[config.mk]
export PLATFORM = sky130hd
export DESIGN_NAME = tap_hold_key_remapper_flat
export DESIGN_NICKNAME = d
export VERILOG_FILES = /design/src/design/thkr_pkg.sv /design/src/design/thkr_in_if.sv /design/src/design/thkr_out_if.sv /design/src/design/tap_hold_key_remapper.sv /design/src/design/thkr_seq.sv /design/src/flat_wrapper.sv
export SDC_FILE = /design/constraint.sdc
export NUM_CORES = 2
export LEC_CHECK = 0
export BUFFER_PORTS_ARGS = -buffer_cell sky130_fd_sc_hd__buf_4
export CAP_MARGIN = 30
export CORE_ASPECT_RATIO = 1.1
export CORE_MARGIN = 3
export CORE_UTILIZATION = 50
export CTS_BUF_LIST = sky130_fd_sc_hd__clkbuf_8 sky130_fd_sc_hd__clkbuf_16
export CTS_CLUSTER_DIAMETER = 120
export CTS_CLUSTER_SIZE = 20
export DETAILED_ROUTE_END_ITERATION = 7
export HOLD_SLACK_MARGIN = 0.1
export PLACE_DENSITY = 0.73
export SKIP_LAST_GASP = 1
export SYNTH_ARGS = -nofsm -noshare
export SYNTH_HDL_FRONTEND = slang
export SYNTH_SLANG_ARGS = --single-unit
[constraint.sdc]
create_clock -name clk -period 30.6 [get_ports clk]
set_clock_uncertainty 0.2 [all_clocks]
set_input_delay 1.53 -clock clk [delete_from_list [all_inputs] [get_ports clk]]
set_output_delay 1.53 -clock clk [all_outputs]
set_load 0.01 [all_outputs]
[src/design/thkr_pkg.sv]
package thkr_pkg;

	localparam int SLOT_W     = 10;
	localparam int MAP_W      = 50;
	localparam int CFG_IDX_W  = 3;
	localparam int WIN_W      = 16;
	localparam int NUM_MAP_REGS = 4;

	// Configuration register indexes.
	localparam logic [CFG_IDX_W-1:0] CFG_TAP_WINDOW  = 3'd0;
	localparam logic [CFG_IDX_W-1:0] CFG_DTAP_WINDOW = 3'd1;
	localparam int                   CFG_MAP_BASE    = 2;

	localparam logic [WIN_W-1:0] TAP_WINDOW_RST  = 16'd200;
	localparam logic [WIN_W-1:0] DTAP_WINDOW_RST = 16'd150;

	// Event types, codes and key values.
	localparam logic [15:0] EV_SYN    = 16'd0;
	localparam logic [15:0] EV_KEY    = 16'd1;
	localparam logic [15:0] EV_MSC    = 16'd4;
	localparam logic [15:0] SCAN_CODE = 16'd4;
	localparam logic signed [31:0] KEY_RELEASE = 32'sd0;
	localparam logic signed [31:0] KEY_PRESS   = 32'sd1;

	// floor(x / 1000) == (x * USEC_RECIP) >> USEC_SHIFT for any 20-bit x.
	localparam logic [20:0] USEC_RECIP = 21'd1073742;
	localparam int          USEC_SHIFT = 30;

	typedef enum logic [2:0] {
		ST_RELEASED,
		ST_PRESSED,
		ST_TAPPED,
		ST_DOUBLE,
		ST_CONSUMED
	} map_state_t;

	typedef enum logic [1:0] {
		PLAN_FWD,
		PLAN_CHAIN,
		PLAN_TAP_RELEASE
	} plan_kind_t;

	typedef struct packed {
		plan_kind_t kind;
		logic       use_tap;
		logic       key_val;
	} plan_ctrl_t;

	typedef struct packed {
		logic [15:0]        ev_type;
		logic [15:0]        code;
		logic signed [31:0] value;
		logic [31:0]        sec;
		logic [19:0]        usec;
	} event_t;

endpackage

[src/design/thkr_in_if.sv]
interface thkr_in_if;
	logic               valid;
	logic               ready;
	logic [15:0]        in_type;
	logic [15:0]        in_code;
	logic signed [31:0] in_value;
	logic [31:0]        in_sec;
	logic [19:0]        in_usec;

	modport source (
		output valid, in_type, in_code, in_value, in_sec, in_usec,
		input  ready
	);
	modport sink (
		input  valid, in_type, in_code, in_value, in_sec, in_usec,
		output ready
	);
endinterface

[src/design/thkr_out_if.sv]
interface thkr_out_if;
	logic               valid;
	logic               ready;
	logic [15:0]        out_type;
	logic [15:0]        out_code;
	logic signed [31:0] out_value;
	logic [31:0]        out_sec;
	logic [19:0]        out_usec;
	logic               out_last;

	modport source (
		output valid, out_type, out_code, out_value, out_sec, out_usec, out_last,
		input  ready
	);
	modport sink (
		input  valid, out_type, out_code, out_value, out_sec, out_usec, out_last,
		output ready
	);
endinterface

[src/design/tap_hold_key_remapper.sv]
// Channel   Dir   Handshake      Payload
// evt_in    in    valid/ready    in_type, in_code, in_value, in_sec, in_usec
// evt_out   out   valid/ready    out_type .. out_usec, out_last (last event of a request)
// cfg       in    cfg_we         cfg_index, cfg_data (write only)
//
// A request is taken into an input register and decoded there; when it moves on, the key
// state and timestamps are updated and its event plan is loaded into the output sequencer.
// The sequencer emits one event per cycle while the output is not stalled; a request makes
// up to 6*CHAIN_LEN-1 events, eleven by default, and some requests make none.
// The first event passes from the input register through the sequencer to the output register.
// Reset puts every mapping in RELEASED with zero timestamps and restores the windows.
// A stalled output holds its register; the input keeps flowing until the sequencer is full.
module tap_hold_key_remapper #(
	parameter int NUM_MAPPINGS = 4,
	parameter int CHAIN_LEN    = 2
) (
	input  logic                           clk,
	input  logic                           arst_n,
	thkr_in_if.sink                        evt_in,
	thkr_out_if.source                     evt_out,
	input  logic                           cfg_we,
	input  logic [thkr_pkg::CFG_IDX_W-1:0] cfg_index,
	input  logic [thkr_pkg::MAP_W-1:0]     cfg_data
);

	localparam int CW    = $clog2(CHAIN_LEN + 1);
	localparam int EXT_W = (2 * CHAIN_LEN + 1) * thkr_pkg::SLOT_W;

	logic [thkr_pkg::WIN_W-1:0] tap_win_q;
	logic [thkr_pkg::WIN_W-1:0] dtap_win_q;
	logic [thkr_pkg::MAP_W-1:0] map_q [NUM_MAPPINGS];

	thkr_pkg::map_state_t st_q    [NUM_MAPPINGS];
	logic [31:0]          csec_q  [NUM_MAPPINGS];
	logic [19:0]          cusec_q [NUM_MAPPINGS];

	logic                 valid_s1;
	thkr_pkg::event_t     ev_s1;

	logic                 is_scan;
	logic                 is_key;
	logic                 press;
	logic                 rel;
	logic [NUM_MAPPINGS-1:0] sel_oh;
	logic                 found;
	thkr_pkg::map_state_t st_sw [NUM_MAPPINGS];
	thkr_pkg::map_state_t cur_st;
	thkr_pkg::map_state_t new_st;
	logic [thkr_pkg::MAP_W-1:0] cur_word;
	logic [31:0]          cur_sec;
	logic [19:0]          cur_usec;
	logic                 upd;
	logic                 has_res;
	thkr_pkg::plan_ctrl_t ctrl;

	logic signed [32:0]   ds;
	logic signed [20:0]   du;
	logic [19:0]          du_mag;
	logic [40:0]          q_prod;
	logic [10:0]          q_mag;
	logic signed [11:0]   q;
	logic signed [43:0]   ds_w;
	logic signed [43:0]   elapsed;
	logic                 tap_hit;
	logic                 dtap_hit;

	logic [1:0][CHAIN_LEN-1:0][thkr_pkg::SLOT_W-1:0] comp;
	logic [1:0][CW-1:0]   cnt;
	logic [EXT_W-1:0]     ext;

	logic                 load_ready;
	logic                 s1_go;
	logic [NUM_MAPPINGS-1:0] pressed_vec;

	// Configuration registers
	always_ff @(posedge clk or negedge arst_n) begin
		if (!arst_n) begin
			tap_win_q  <= thkr_pkg::TAP_WINDOW_RST;
			dtap_win_q <= thkr_pkg::DTAP_WINDOW_RST;
		end else if (cfg_we) begin
			case (cfg_index)
				thkr_pkg::CFG_TAP_WINDOW:  tap_win_q  <= cfg_data[thkr_pkg::WIN_W-1:0];
				thkr_pkg::CFG_DTAP_WINDOW: dtap_win_q <= cfg_data[thkr_pkg::WIN_W-1:0];
				default: ;
			endcase
		end
	end

	for (genvar i = 0; i < NUM_MAPPINGS; i++) begin : g_map
		if (i < thkr_pkg::NUM_MAP_REGS) begin : g_reg
			always_ff @(posedge clk or negedge arst_n) begin
				if (!arst_n) begin
					map_q[i] <= '0;
				end else if (cfg_we &&
				             cfg_index == thkr_pkg::CFG_IDX_W'(thkr_pkg::CFG_MAP_BASE + i)) begin
					map_q[i] <= cfg_data;
				end
			end
		end else begin : g_none
			// Only the first mappings have a register; the rest stay unused.
			assign map_q[i] = '0;
		end
	end

	// Input register
	assign evt_in.ready = !valid_s1 || s1_go;

	always_ff @(posedge clk or negedge arst_n) begin
		if (!arst_n) begin
			valid_s1 <= 1'b0;
		end else if (evt_in.ready) begin
			valid_s1 <= evt_in.valid;
		end
	end

	always_ff @(posedge clk) begin
		if (evt_in.valid && evt_in.ready) begin
			ev_s1.ev_type <= evt_in.in_type;
			ev_s1.code    <= evt_in.in_code;
			ev_s1.value   <= evt_in.in_value;
			ev_s1.sec     <= evt_in.in_sec;
			ev_s1.usec    <= evt_in.in_usec;
		end
	end

	assign is_scan = (ev_s1.ev_type == thkr_pkg::EV_MSC) && (ev_s1.code == thkr_pkg::SCAN_CODE);
	assign is_key  = (ev_s1.ev_type == thkr_pkg::EV_KEY);
	assign press   = (ev_s1.value == thkr_pkg::KEY_PRESS);
	assign rel     = (ev_s1.value == thkr_pkg::KEY_RELEASE);

	// Any key press turns a held mapping into a consumed one before the lookup.
	always_comb begin
		for (int i = 0; i < NUM_MAPPINGS; i++) begin
			st_sw[i] = (is_key && press && st_q[i] == thkr_pkg::ST_PRESSED) ?
			           thkr_pkg::ST_CONSUMED : st_q[i];
			pressed_vec[i] = (st_q[i] == thkr_pkg::ST_PRESSED);
		end
	end

	// First used mapping whose key matches wins.
	always_comb begin
		logic seen;
		logic hit;
		seen     = 1'b0;
		sel_oh   = '0;
		cur_st   = thkr_pkg::ST_RELEASED;
		cur_word = '0;
		cur_sec  = '0;
		cur_usec = '0;
		for (int i = 0; i < NUM_MAPPINGS; i++) begin
			hit = (map_q[i][thkr_pkg::SLOT_W-1:0] != '0) &&
			      (16'(map_q[i][thkr_pkg::SLOT_W-1:0]) == ev_s1.code);
			if (hit && !seen) begin
				sel_oh[i] = 1'b1;
				cur_st    = st_sw[i];
				cur_word  = map_q[i];
				cur_sec   = csec_q[i];
				cur_usec  = cusec_q[i];
			end
			seen = seen | hit;
		end
		found = seen;
	end

	// Elapsed milliseconds: seconds difference times 1000 plus the microsecond
	// difference divided by 1000, truncated toward zero.
	assign ds      = $signed({1'b0, ev_s1.sec}) - $signed({1'b0, cur_sec});
	assign du      = $signed({1'b0, ev_s1.usec}) - $signed({1'b0, cur_usec});
	assign du_mag  = du[20] ? 20'(-du) : du[19:0];
	assign q_prod  = 41'(du_mag) * 41'(thkr_pkg::USEC_RECIP);
	assign q_mag   = q_prod[thkr_pkg::USEC_SHIFT +: 11];
	assign q       = du[20] ? -$signed({1'b0, q_mag}) : $signed({1'b0, q_mag});
	assign ds_w    = {{11{ds[32]}}, ds};
	// 1000 = 1024 - 16 - 8
	assign elapsed = (ds_w <<< 10) - (ds_w <<< 4) - (ds_w <<< 3) + {{32{q[11]}}, q};
	assign tap_hit  = elapsed < $signed({28'b0, tap_win_q});
	assign dtap_hit = elapsed < $signed({28'b0, dtap_win_q});

	// Pack the nonzero codes of the tap chain (0) and the hold chain (1).
	assign ext = EXT_W'(cur_word);

	for (genvar g = 0; g < 2; g++) begin : g_comp
		localparam int BASE = (g == 0) ? 1 : 1 + CHAIN_LEN;
		always_comb begin
			logic [thkr_pkg::SLOT_W-1:0] c;
			comp[g] = '0;
			cnt[g]  = '0;
			for (int j = 0; j < CHAIN_LEN; j++) begin
				c = ext[(BASE + j) * thkr_pkg::SLOT_W +: thkr_pkg::SLOT_W];
				if (c != '0) begin
					for (int k = 0; k < CHAIN_LEN; k++) begin
						if (cnt[g] == CW'(k)) begin
							comp[g][k] = c;
						end
					end
					cnt[g] = cnt[g] + CW'(1);
				end
			end
		end
	end

	// Next state of the matched mapping and the plan of events.
	always_comb begin
		ctrl    = '{kind: thkr_pkg::PLAN_FWD, use_tap: 1'b0, key_val: 1'b0};
		has_res = 1'b0;
		upd     = 1'b0;
		new_st  = cur_st;
		if (is_scan) begin
			has_res = 1'b0;
		end else if (!is_key || !found) begin
			has_res = 1'b1;
		end else if (press) begin
			upd = 1'b1;
			if (cur_st inside {thkr_pkg::ST_TAPPED, thkr_pkg::ST_DOUBLE}) begin
				new_st = dtap_hit ? thkr_pkg::ST_DOUBLE : thkr_pkg::ST_PRESSED;
			end else begin
				new_st = thkr_pkg::ST_PRESSED;
			end
			ctrl.kind    = thkr_pkg::PLAN_CHAIN;
			ctrl.use_tap = (new_st == thkr_pkg::ST_DOUBLE);
			ctrl.key_val = 1'b1;
		end else if (rel) begin
			upd = 1'b1;
			case (cur_st)
				thkr_pkg::ST_PRESSED:
					new_st = tap_hit ? thkr_pkg::ST_TAPPED : thkr_pkg::ST_RELEASED;
				thkr_pkg::ST_CONSUMED:
					new_st = thkr_pkg::ST_RELEASED;
				default:
					new_st = cur_st;
			endcase
			if (new_st == thkr_pkg::ST_TAPPED) begin
				ctrl.kind = thkr_pkg::PLAN_TAP_RELEASE;
			end else begin
				ctrl.kind    = thkr_pkg::PLAN_CHAIN;
				ctrl.use_tap = (new_st == thkr_pkg::ST_DOUBLE);
			end
		end

		if (upd) begin
			if (ctrl.kind == thkr_pkg::PLAN_TAP_RELEASE) begin
				has_res = 1'b1;
			end else begin
				has_res = ctrl.use_tap ? (cnt[0] != '0) : (cnt[1] != '0);
			end
		end
	end

	assign s1_go = valid_s1 && (!has_res || load_ready);

	// Mapping state and timestamps
	always_ff @(posedge clk or negedge arst_n) begin
		if (!arst_n) begin
			for (int i = 0; i < NUM_MAPPINGS; i++) begin
				st_q[i]    <= thkr_pkg::ST_RELEASED;
				csec_q[i]  <= '0;
				cusec_q[i] <= '0;
			end
		end else if (s1_go && is_key) begin
			for (int i = 0; i < NUM_MAPPINGS; i++) begin
				st_q[i] <= st_sw[i];
				if (sel_oh[i] && upd) begin
					st_q[i]    <= new_st;
					csec_q[i]  <= ev_s1.sec;
					cusec_q[i] <= ev_s1.usec;
				end
			end
		end
	end

	thkr_seq #(
		.CHAIN_LEN (CHAIN_LEN)
	) u_seq (
		.clk        (clk),
		.arst_n     (arst_n),
		.load_valid (valid_s1 && has_res),
		.load_ready (load_ready),
		.ctrl       (ctrl),
		.fwd        (ev_s1),
		.hold_codes (comp[1]),
		.hold_cnt   (cnt[1]),
		.tap_codes  (comp[0]),
		.tap_cnt    (cnt[0]),
		.evt_out    (evt_out)
	);

	// A press consumes every other held mapping, so at most one is ever held.
	a_one_pressed: assert property (@(posedge clk) disable iff (!arst_n)
		$countones(pressed_vec) <= 1)
		else $error("more than one mapping in the pressed state");

	// Double tap is only reachable from a tapped or double-tapped mapping.
	a_double_from_tap: assert property (@(posedge clk) disable iff (!arst_n)
		(s1_go && upd && new_st == thkr_pkg::ST_DOUBLE) |->
		(cur_st == thkr_pkg::ST_TAPPED || cur_st == thkr_pkg::ST_DOUBLE))
		else $error("double tap entered from a wrong state");

	// A request that cannot move on keeps its input register.
	a_s1_holds: assert property (@(posedge clk) disable iff (!arst_n)
		(valid_s1 && !s1_go) |=> (valid_s1 && $stable(ev_s1)))
		else $error("input register lost a waiting request");

endmodule

[src/design/thkr_seq.sv]
module thkr_seq #(
	parameter int  CHAIN_LEN = 2,
	localparam int CW = $clog2(CHAIN_LEN + 1),
	localparam int LW = $clog2(2 * CHAIN_LEN),
	localparam int NW = $clog2(6 * CHAIN_LEN)
) (
	input  logic                                     clk,
	input  logic                                     arst_n,
	input  logic                                     load_valid,
	output logic                                     load_ready,
	input  thkr_pkg::plan_ctrl_t                     ctrl,
	input  thkr_pkg::event_t                         fwd,
	input  logic [CHAIN_LEN-1:0][thkr_pkg::SLOT_W-1:0] hold_codes,
	input  logic [CW-1:0]                            hold_cnt,
	input  logic [CHAIN_LEN-1:0][thkr_pkg::SLOT_W-1:0] tap_codes,
	input  logic [CW-1:0]                            tap_cnt,
	thkr_out_if.source                               evt_out
);

	thkr_pkg::plan_ctrl_t                     ctrl_q;
	thkr_pkg::event_t                         fwd_q;
	logic [CHAIN_LEN-1:0][thkr_pkg::SLOT_W-1:0] hold_q;
	logic [CHAIN_LEN-1:0][thkr_pkg::SLOT_W-1:0] tap_q;
	logic [LW-1:0]                            lh_q;
	logic [LW-1:0]                            lt_q;
	logic [NW-1:0]                            total_q;
	logic [NW-1:0]                            k_q;
	logic                                     busy_q;

	logic                                     oval_q;
	thkr_pkg::event_t                         odata_q;
	logic                                     olast_q;

	logic [CW:0]        h2;
	logic [CW:0]        t2;
	logic [LW-1:0]      lh_d;
	logic [LW-1:0]      lt_d;
	logic [NW-1:0]      total_d;
	logic               advance;
	logic               last;
	thkr_pkg::event_t   cur;

	// A chain of m codes takes 2m-1 events: codes at even places, SYN reports between.
	assign h2   = {hold_cnt, 1'b0};
	assign t2   = {tap_cnt, 1'b0};
	assign lh_d = (hold_cnt == '0) ? '0 : LW'(h2 - 1'b1);
	assign lt_d = (tap_cnt == '0) ? '0 : LW'(t2 - 1'b1);

	always_comb begin
		case (ctrl.kind)
			thkr_pkg::PLAN_FWD:   total_d = NW'(1);
			thkr_pkg::PLAN_CHAIN: total_d = ctrl.use_tap ? NW'(lt_d) : NW'(lh_d);
			thkr_pkg::PLAN_TAP_RELEASE: total_d = NW'(lh_d) + NW'(lt_d) + NW'(lt_d) + NW'(2);
			default:              total_d = NW'(1);
		endcase
	end

	assign last       = (k_q == total_q - 1'b1);
	assign advance    = busy_q && (!oval_q || evt_out.ready);
	assign load_ready = !busy_q || (advance && last);

	// Decode the event at place k_q of the current plan.
	always_comb begin
		logic [NW-1:0]              p;
		logic [NW-1:0]              b1;
		logic [NW-1:0]              b2;
		logic                       in_chain;
		logic                       from_tap;
		logic                       v;
		logic [thkr_pkg::SLOT_W-1:0] c;

		p        = k_q;
		b1       = NW'(lh_q);
		b2       = NW'(lh_q) + NW'(lt_q) + NW'(1);
		in_chain = 1'b0;
		from_tap = ctrl_q.use_tap;
		v        = ctrl_q.key_val;
		c        = '0;
		cur      = '0;

		case (ctrl_q.kind)
			thkr_pkg::PLAN_FWD: begin
				cur = fwd_q;
			end
			thkr_pkg::PLAN_CHAIN: begin
				in_chain = 1'b1;
			end
			thkr_pkg::PLAN_TAP_RELEASE: begin
				// Hold release, SYN, tap press, SYN, tap release.
				if (k_q < b1) begin
					in_chain = 1'b1;
					from_tap = 1'b0;
					v        = 1'b0;
				end else if (k_q == b1) begin
					in_chain = 1'b0;
				end else if (k_q < b2) begin
					in_chain = 1'b1;
					from_tap = 1'b1;
					v        = 1'b1;
					p        = k_q - b1 - NW'(1);
				end else if (k_q == b2) begin
					in_chain = 1'b0;
				end else begin
					in_chain = 1'b1;
					from_tap = 1'b1;
					v        = 1'b0;
					p        = k_q - b2 - NW'(1);
				end
			end
			default: begin
				cur = fwd_q;
			end
		endcase

		for (int j = 0; j < CHAIN_LEN; j++) begin
			if (p[NW-1:1] == (NW-1)'(j)) begin
				c = from_tap ? tap_q[j] : hold_q[j];
			end
		end

		if (ctrl_q.kind != thkr_pkg::PLAN_FWD) begin
			if (in_chain && !p[0]) begin
				cur.ev_type = thkr_pkg::EV_KEY;
				cur.code    = 16'(c);
				cur.value   = $signed(32'(v));
			end else begin
				cur.ev_type = thkr_pkg::EV_SYN;
			end
		end
	end

	always_ff @(posedge clk or negedge arst_n) begin
		if (!arst_n) begin
			busy_q <= 1'b0;
			k_q    <= '0;
		end else if (load_valid && load_ready) begin
			busy_q <= 1'b1;
			k_q    <= '0;
		end else if (advance) begin
			k_q <= k_q + NW'(1);
			if (last) begin
				busy_q <= 1'b0;
			end
		end
	end

	always_ff @(posedge clk) begin
		if (load_valid && load_ready) begin
			ctrl_q  <= ctrl;
			fwd_q   <= fwd;
			hold_q  <= hold_codes;
			tap_q   <= tap_codes;
			lh_q    <= lh_d;
			lt_q    <= lt_d;
			total_q <= total_d;
		end
	end

	always_ff @(posedge clk or negedge arst_n) begin
		if (!arst_n) begin
			oval_q <= 1'b0;
		end else if (!oval_q || evt_out.ready) begin
			oval_q <= advance;
		end
	end

	always_ff @(posedge clk) begin
		if (advance) begin
			odata_q <= cur;
			olast_q <= last;
		end
	end

	assign evt_out.valid     = oval_q;
	assign evt_out.out_type  = odata_q.ev_type;
	assign evt_out.out_code  = odata_q.code;
	assign evt_out.out_value = odata_q.value;
	assign evt_out.out_sec   = odata_q.sec;
	assign evt_out.out_usec  = odata_q.usec;
	assign evt_out.out_last  = olast_q;

endmodule
[src/flat_wrapper.sv]
// flat-port wrapper written by rule: the top's interface ports become plain ports
module tap_hold_key_remapper_flat 
#(
	parameter int NUM_MAPPINGS = 4,
	parameter int CHAIN_LEN    = 2
)
  (clk, arst_n, cfg_we, cfg_index, cfg_data, evt_in_valid, evt_in_in_type, evt_in_in_code, evt_in_in_value, evt_in_in_sec, evt_in_in_usec, evt_in_ready, evt_out_valid, evt_out_out_type, evt_out_out_code, evt_out_out_value, evt_out_out_sec, evt_out_out_usec, evt_out_out_last, evt_out_ready);
  thkr_in_if evt_in_i ();
  thkr_out_if evt_out_i ();
  input  logic clk;
  input  logic arst_n;
  input  logic cfg_we;
  input  logic [thkr_pkg::CFG_IDX_W-1:0] cfg_index;
  input  logic [thkr_pkg::MAP_W-1:0] cfg_data;
  input wire logic [$bits(evt_in_i.valid)-1:0] evt_in_valid;
  input wire logic [$bits(evt_in_i.in_type)-1:0] evt_in_in_type;
  input wire logic [$bits(evt_in_i.in_code)-1:0] evt_in_in_code;
  input wire logic [$bits(evt_in_i.in_value)-1:0] evt_in_in_value;
  input wire logic [$bits(evt_in_i.in_sec)-1:0] evt_in_in_sec;
  input wire logic [$bits(evt_in_i.in_usec)-1:0] evt_in_in_usec;
  output wire logic [$bits(evt_in_i.ready)-1:0] evt_in_ready;
  output wire logic [$bits(evt_out_i.valid)-1:0] evt_out_valid;
  output wire logic [$bits(evt_out_i.out_type)-1:0] evt_out_out_type;
  output wire logic [$bits(evt_out_i.out_code)-1:0] evt_out_out_code;
  output wire logic [$bits(evt_out_i.out_value)-1:0] evt_out_out_value;
  output wire logic [$bits(evt_out_i.out_sec)-1:0] evt_out_out_sec;
  output wire logic [$bits(evt_out_i.out_usec)-1:0] evt_out_out_usec;
  output wire logic [$bits(evt_out_i.out_last)-1:0] evt_out_out_last;
  input wire logic [$bits(evt_out_i.ready)-1:0] evt_out_ready;
  assign evt_in_i.valid = evt_in_valid;
  assign evt_in_i.in_type = evt_in_in_type;
  assign evt_in_i.in_code = evt_in_in_code;
  assign evt_in_i.in_value = evt_in_in_value;
  assign evt_in_i.in_sec = evt_in_in_sec;
  assign evt_in_i.in_usec = evt_in_in_usec;
  assign evt_in_ready = evt_in_i.ready;
  assign evt_out_valid = evt_out_i.valid;
  assign evt_out_out_type = evt_out_i.out_type;
  assign evt_out_out_code = evt_out_i.out_code;
  assign evt_out_out_value = evt_out_i.out_value;
  assign evt_out_out_sec = evt_out_i.out_sec;
  assign evt_out_out_usec = evt_out_i.out_usec;
  assign evt_out_out_last = evt_out_i.out_last;
  assign evt_out_i.ready = evt_out_ready;
  tap_hold_key_remapper #(.NUM_MAPPINGS(NUM_MAPPINGS), .CHAIN_LEN(CHAIN_LEN)) u_core (.clk(clk), .arst_n(arst_n), .evt_in(evt_in_i), .evt_out(evt_out_i), .cfg_we(cfg_we), .cfg_index(cfg_index), .cfg_data(cfg_data));
endmodule
After elaboration in Yosys (flattened, before gate mapping)
Index checks and enable logic that the tools add are counted.

operators by class
  add/subtract/negate cells = 22
  multipliers = 1
  divide/modulo/power cells = 0
  $lt $le $gt $ge = 4
  eq/ne operators = 34
  shifts and indexed selects = 0
  multiplexer cells = 108
  bitwise gates (word level) = 3
  reduce and logical (&&, ||, !) cells = 76

operators with widths
  operator                  number
  $mux W50                  4
  $mux W32                  4
  $mux W116                 1
  $mux W10                  10
  $mux W20                  5
  $lt A44 B17 Y1            2
  $reduce_bool A10 Y1       8
  $mux W3                   26
  $eq A10 B16 Y1            4
  $mux W64                  1
  $mux W48                  1
  $add A44 B44 Y44          1
  $sub A43 B37 Y44          1
  $sub A44 B44 Y44          1
  $mul A20 B20 Y40 const B  1
  $mux W4                   9
  $mux W1                   35
  $sub A32 B32 Y33          1
  $eq A16 B3 Y1 const B     2
  $eq A32 B2 Y1 const B     1
  $logic_not A32 Y1         1
  $logic_and A1 B1 Y1       29
  $eq A3 B1 Y1 const B      7
  $eq A3 B2 Y1 const B      7
  35 further kinds          86

word-level totals
  register bits after elaboration = 860
  bits in latches = 0
  RAM bits = 0
  ROM bits = 0
  input bits = 174
  output and inout bits = 119
  logic and storage cells = 296
  memories = 0

Longest topological paths before layout
  word-level depth = 35
  mapped depth = 90

By module
Synthesis repeated with hierarchy kept, for this count alone.

second synthesis, totals
  cells, all modules = 4299
  area total of the unflattened synthesis = 49486.2 µm²

modules (own cells, without submodules)
  module                 times used  cells each  area an instance (µm²)  sequential area each (µm²)
  tap_hold_key_remapper  1           3669        38473.1                 14828.0
  thkr_seq               1           630         11013.1                 8708.4

Worst setup path before layout
No wires, ideal clock.

  path type = reg-to-reg
  from = register u_core.ev_s1[88] (netlist name)
  to = register u_core.u_seq.ctrl_q[0] (netlist name), enable pin
  library setup time = 0.699 ns
  data arrival time = 25.582 ns
  data required time = 29.701 ns
  slack = 4.119 ns
  stages on the path, launching flop included = 78
  buffers on the path = 7
  clock period less this slack = 26.481 ns
  cells stage by stage = edfxtp_1 clkbuf_1 xnor2_1 nand2_1 or3b_2 nor4b_1 clkbuf_1 buf_1 clkbuf_1 clkbuf_1 clkbuf_1 a22oi_1 nor2_1 a221o_1 ha_1 nor2b_1 o21ai_0 a21boi_1 [42 not listed] a211oi_1 o211ai_2 a31oi_2 a31oi_1 mux2i_1 a2111o_1 nor4_1 nand3_1 o41ai_1 nand3_1 o21ai_0 nand2_1 inv_1 ha_1 and4b_1 o41ai_2 nand2_1 nor2_1

RTL lines
  what                  RTL line                     text
  start, declared       tap_hold_key_remapper.sv:38  thkr_pkg::event_t ev_s1;
  end signal, assigned  thkr_seq.sv:149              ctrl_q <= ctrl;
  end, declared         thkr_seq.sv:20               thkr_pkg::plan_ctrl_t ctrl_q;

==> results.toml <==
[logic_synthesis]
synthDistinctLibCells = 98
yosys.area.top_type = "edfxtp_1"
synth_edf_count = 401
syn_nets = 5595
ys_ff_latch = 860
synth_area_per_cell_um2 = 10.51
synth_top_cell_area_share = 0.2318
ys_warn_count = 0
synth_cells = 4945
synth_ff_type = "dfrtp_1"
async_reset_ff_frac = 0.5337
synthTopCellsByArea = "edfxtp_1, dfrtp_1, ha_1"
yosysMostFrequentCell = "nand2_1"
synth_seq_area_share = 0.4531
synth_common_cells = "nand2_1, dfrtp_1, edfxtp_1"
synthesis.area_um2 = 51950

[die]
core-area_um2 = 102700
die_area_um2 = 107800
start_util = 0.5061
io_pins = 293
die_x_um = 313.3
rows = 123
die_h_um = 344.1

[worst_setup_path]
arrival_ns = 21.90
crit_path_end_kind = "primary output"
path_class = "reg -> out"
crit_path_frequent_cell = "ha_1"
reg2reg_from = "u_core.ev_s1[99]"
cp_max_fo = 87
required_ns = 28.87
critical-path-max-stage-delay_ns = 0.82
r2r_cells = 75
r2r_slack_ns = 7.59
critical-path-slowest-cell = "o41ai_1"
startpoint_type = "flop"
r2r_end = "u_core.u_seq.fwd_q[6]"

[sta]
finalSetupTns_ns = 0
layout_setup_ws_ns = 6.968
finalMaxSlewViolations = 0
rsz0062_at_grt = "false"
worst_slew_pin_slew_ns = 1.064
hold_viol_final = 0
fmax_ghz = 0.04232
slew_headroom = 0.2857
min_period_ns = 23.63
final-setup-viol-count = 0
post-route-period-util = 0.7723

[clocking]
htree_levels = 2
clock_sinks = 860
clk_latency_ns = 0.70
cts_buffers = 50
cts.clk_slew.worst_paths_ns = 0.09
post_cts_resized = 0
holdBufCountCts = 0
cts_buffer_depth = 3
root_buffer = "clkbuf_16"
postCtsSetupRepairBufs = 0
cts_tree = "yes"

[worst_hold_path]
worstHoldStart = "u_core.ev_s1[53]"
hold_path_depth = 0
holdPathEnd = "u_core.u_seq.fwd_q[53]"
hold_class = "reg -> reg"

[placement]
gp_congestion = 0.9538
dp_hpwl_um = 96700
dp_slack_ns = 8.026
portBuffers = 292

[job]
drv_cap = 0

[outcome]
outcome = "finished, final reports clean"

[drt]
firstDrtPassIters = 6
routedWlPerCell_um = 21.51
vias = 38893
drt_iter0_markers = 3973
drc = 0
routed_wl_um = 139800
antenna_left = 0
vias_per_cell = 5.985

[pwr]
internal_power_mw = 3.375
p_sw_frac = 0.4676
power.share.clock = 0.111
combPwrFrac = 0.668
finalPower_mw = 6.339
p_switching_mw = 2.964
max-vdd-ir-drop_mv = 0.2100
power_density_nw_per_um2 = 111.1
power.leakage_nw = 24.05
p_seq_frac = 0.222

[layout]
layout.nets = 5730
area_growth_pct = 9.824
layout-drive-gt1-share = 0.1434
post-route-util = 0.5558

[global_route]
grt_pass1_wl_um = 219200
grt_max_degree = 202
grtUsageTotal = 0.2561
antenna_found_initial = 3
grt_overflow = 0
grt_pass1_vias = 37976
-- placed cells by master, fill, tap and decap left out, types with 12 or more instances in the layout --
master     instances
a211oi_1          17
a21o_1            54
a21oi_1          166
a221oi_1         108
a22oi_1          103
a2bb2oi_1        158
a31o_2            45
a31oi_1           23
and2_1            33
and3_1            20
buf_4            345
clkbuf_16         50
dfrtp_1          452
edfxtp_1         401
fa_1             154
ha_1             321
inv_1            415
mux2_2           207
mux2i_1           13
nand2_1          609
nand2b_1          22
nand3_1           47
nand4_1           64
nor2_1           260
nor2b_1          116
nor3_1            42
nor4_1            38
o211ai_1          15
o21a_1            22
o21ai_0          278
o21ai_1           82
o22ai_1           12
o31ai_1           18
or3_1             20
xnor2_1          113
xor2_1            40
-- power groups by stage --
stage          Combinational [mW]  Sequential (mW)  Clock (mW)
2_1_floorplan                3.10             1.41           0
3_3_place_gp                 4.09             1.42           0
3_5_place_dp                 4.17             1.43           0
4_1_cts                      4.20             1.40       0.721
5_1_grt                      4.78             1.42       0.761
6_report                     4.23             1.40       0.703
-- how the worst max path moves through the flow --
stage,cells after the start,slack (ns),startpoint,endpoint
after floorplan,77,4.12,u_core.ev_s1[88],u_core.u_seq.ctrl_q[0]
after global placement,75,8.49,u_core.ev_s1[99],u_core.u_seq.fwd_q[106]
after detailed placement,75,8.03,u_core.ev_s1[99],u_core.u_seq.fwd_q[114]
after CTS,73,7.26,u_core.ev_s1[99],evt_in_ready
after global routing,73,5.03,u_core.ev_s1[99],evt_in_ready
final,73,6.97,u_core.ev_s1[99],evt_in_ready
-- logic make-up (layout without fill, tap and decap cells) --
group | count (synthesis) | count (layout) | share of synthesized area
other cells | 0 | 4 | 0
simple gates | 1355 | 1355 | 0.1215
buf+inv | 654 | 828 | 0.04911
flops | 860 | 860 | 0.4531
compound gates | 1214 | 1214 | 0.1608
xor+xnor | 154 | 154 | 0.02623
fa+ha+maj | 476 | 476 | 0.1369
mux | 232 | 232 | 0.05243
-- state kept, by name, summed over array words and instances, names as in the netlist, 20 cells and up --
name                            flops
u_core.csec_q                     128
u_core.cusec_q                     80
u_core.ev_s1                      116
u_core.map_q                      200
u_core.u_seq.evt_out.out_sec       32
u_core.u_seq.evt_out.out_usec      20
u_core.u_seq.evt_out.out_value     32
u_core.u_seq.fwd_q                116
u_core.u_seq.hold_q                20
u_core.u_seq.tap_q                 20
-- stage by stage --
| stage | cell area, µm² | hold slack, ns | instances |
|---|---|---|---|
| after global placement | 55390 | 0.2309 | 6396 |
| after global routing | 57050 | 0.2542 | 6497 |
| final | 57050 | 0.2415 | 6498 |
| after CTS | 56990 | 0.2250 | 6492 |
| after detailed placement | 55480 | 0.2346 | 6401 |
| after floorplan | 51950 | 0.2244 | 4945 |
-- critical path: cells and delay by family, from the launching register on --
family / cells / cell delay (ns)
AO/OA/AOI/OAI: 27 / 7.27
XOR/XNOR: 3 / 1.08
adder cells (fa/ha/maj): 12 / 4.61
buffers and inverters: 9 / 1.83
flip-flops: 1 / 0.42
AND/OR/NAND/NOR: 22 / 5.82
-- layout make-up --
class	instances	area (µm²)
Inverter	381	1430
Fill cell	8732	45600
Multi-Input combinational cell	3431	26030
Clock inverter	40	245.2
Antenna cell	4	10.01
Tap cell	1375	1720
Clock buffer	51	1265
Sequential cell	860	23540
Timing Repair Buffer	356	2820
-- per-layer routing --
layer | vias up | global-route usage | share of wire
met5 | - | 0 | 0
met4 | 0 | 0.06630 | 0.024
met3 | 196 | 0.03497 | 0.067
met2 | 1330 | 0.4217 | 0.48
met1 | 19327 | 0.3592 | 0.43
li1 | 18040 | - | -
Power figures use the tool's default switching activity.
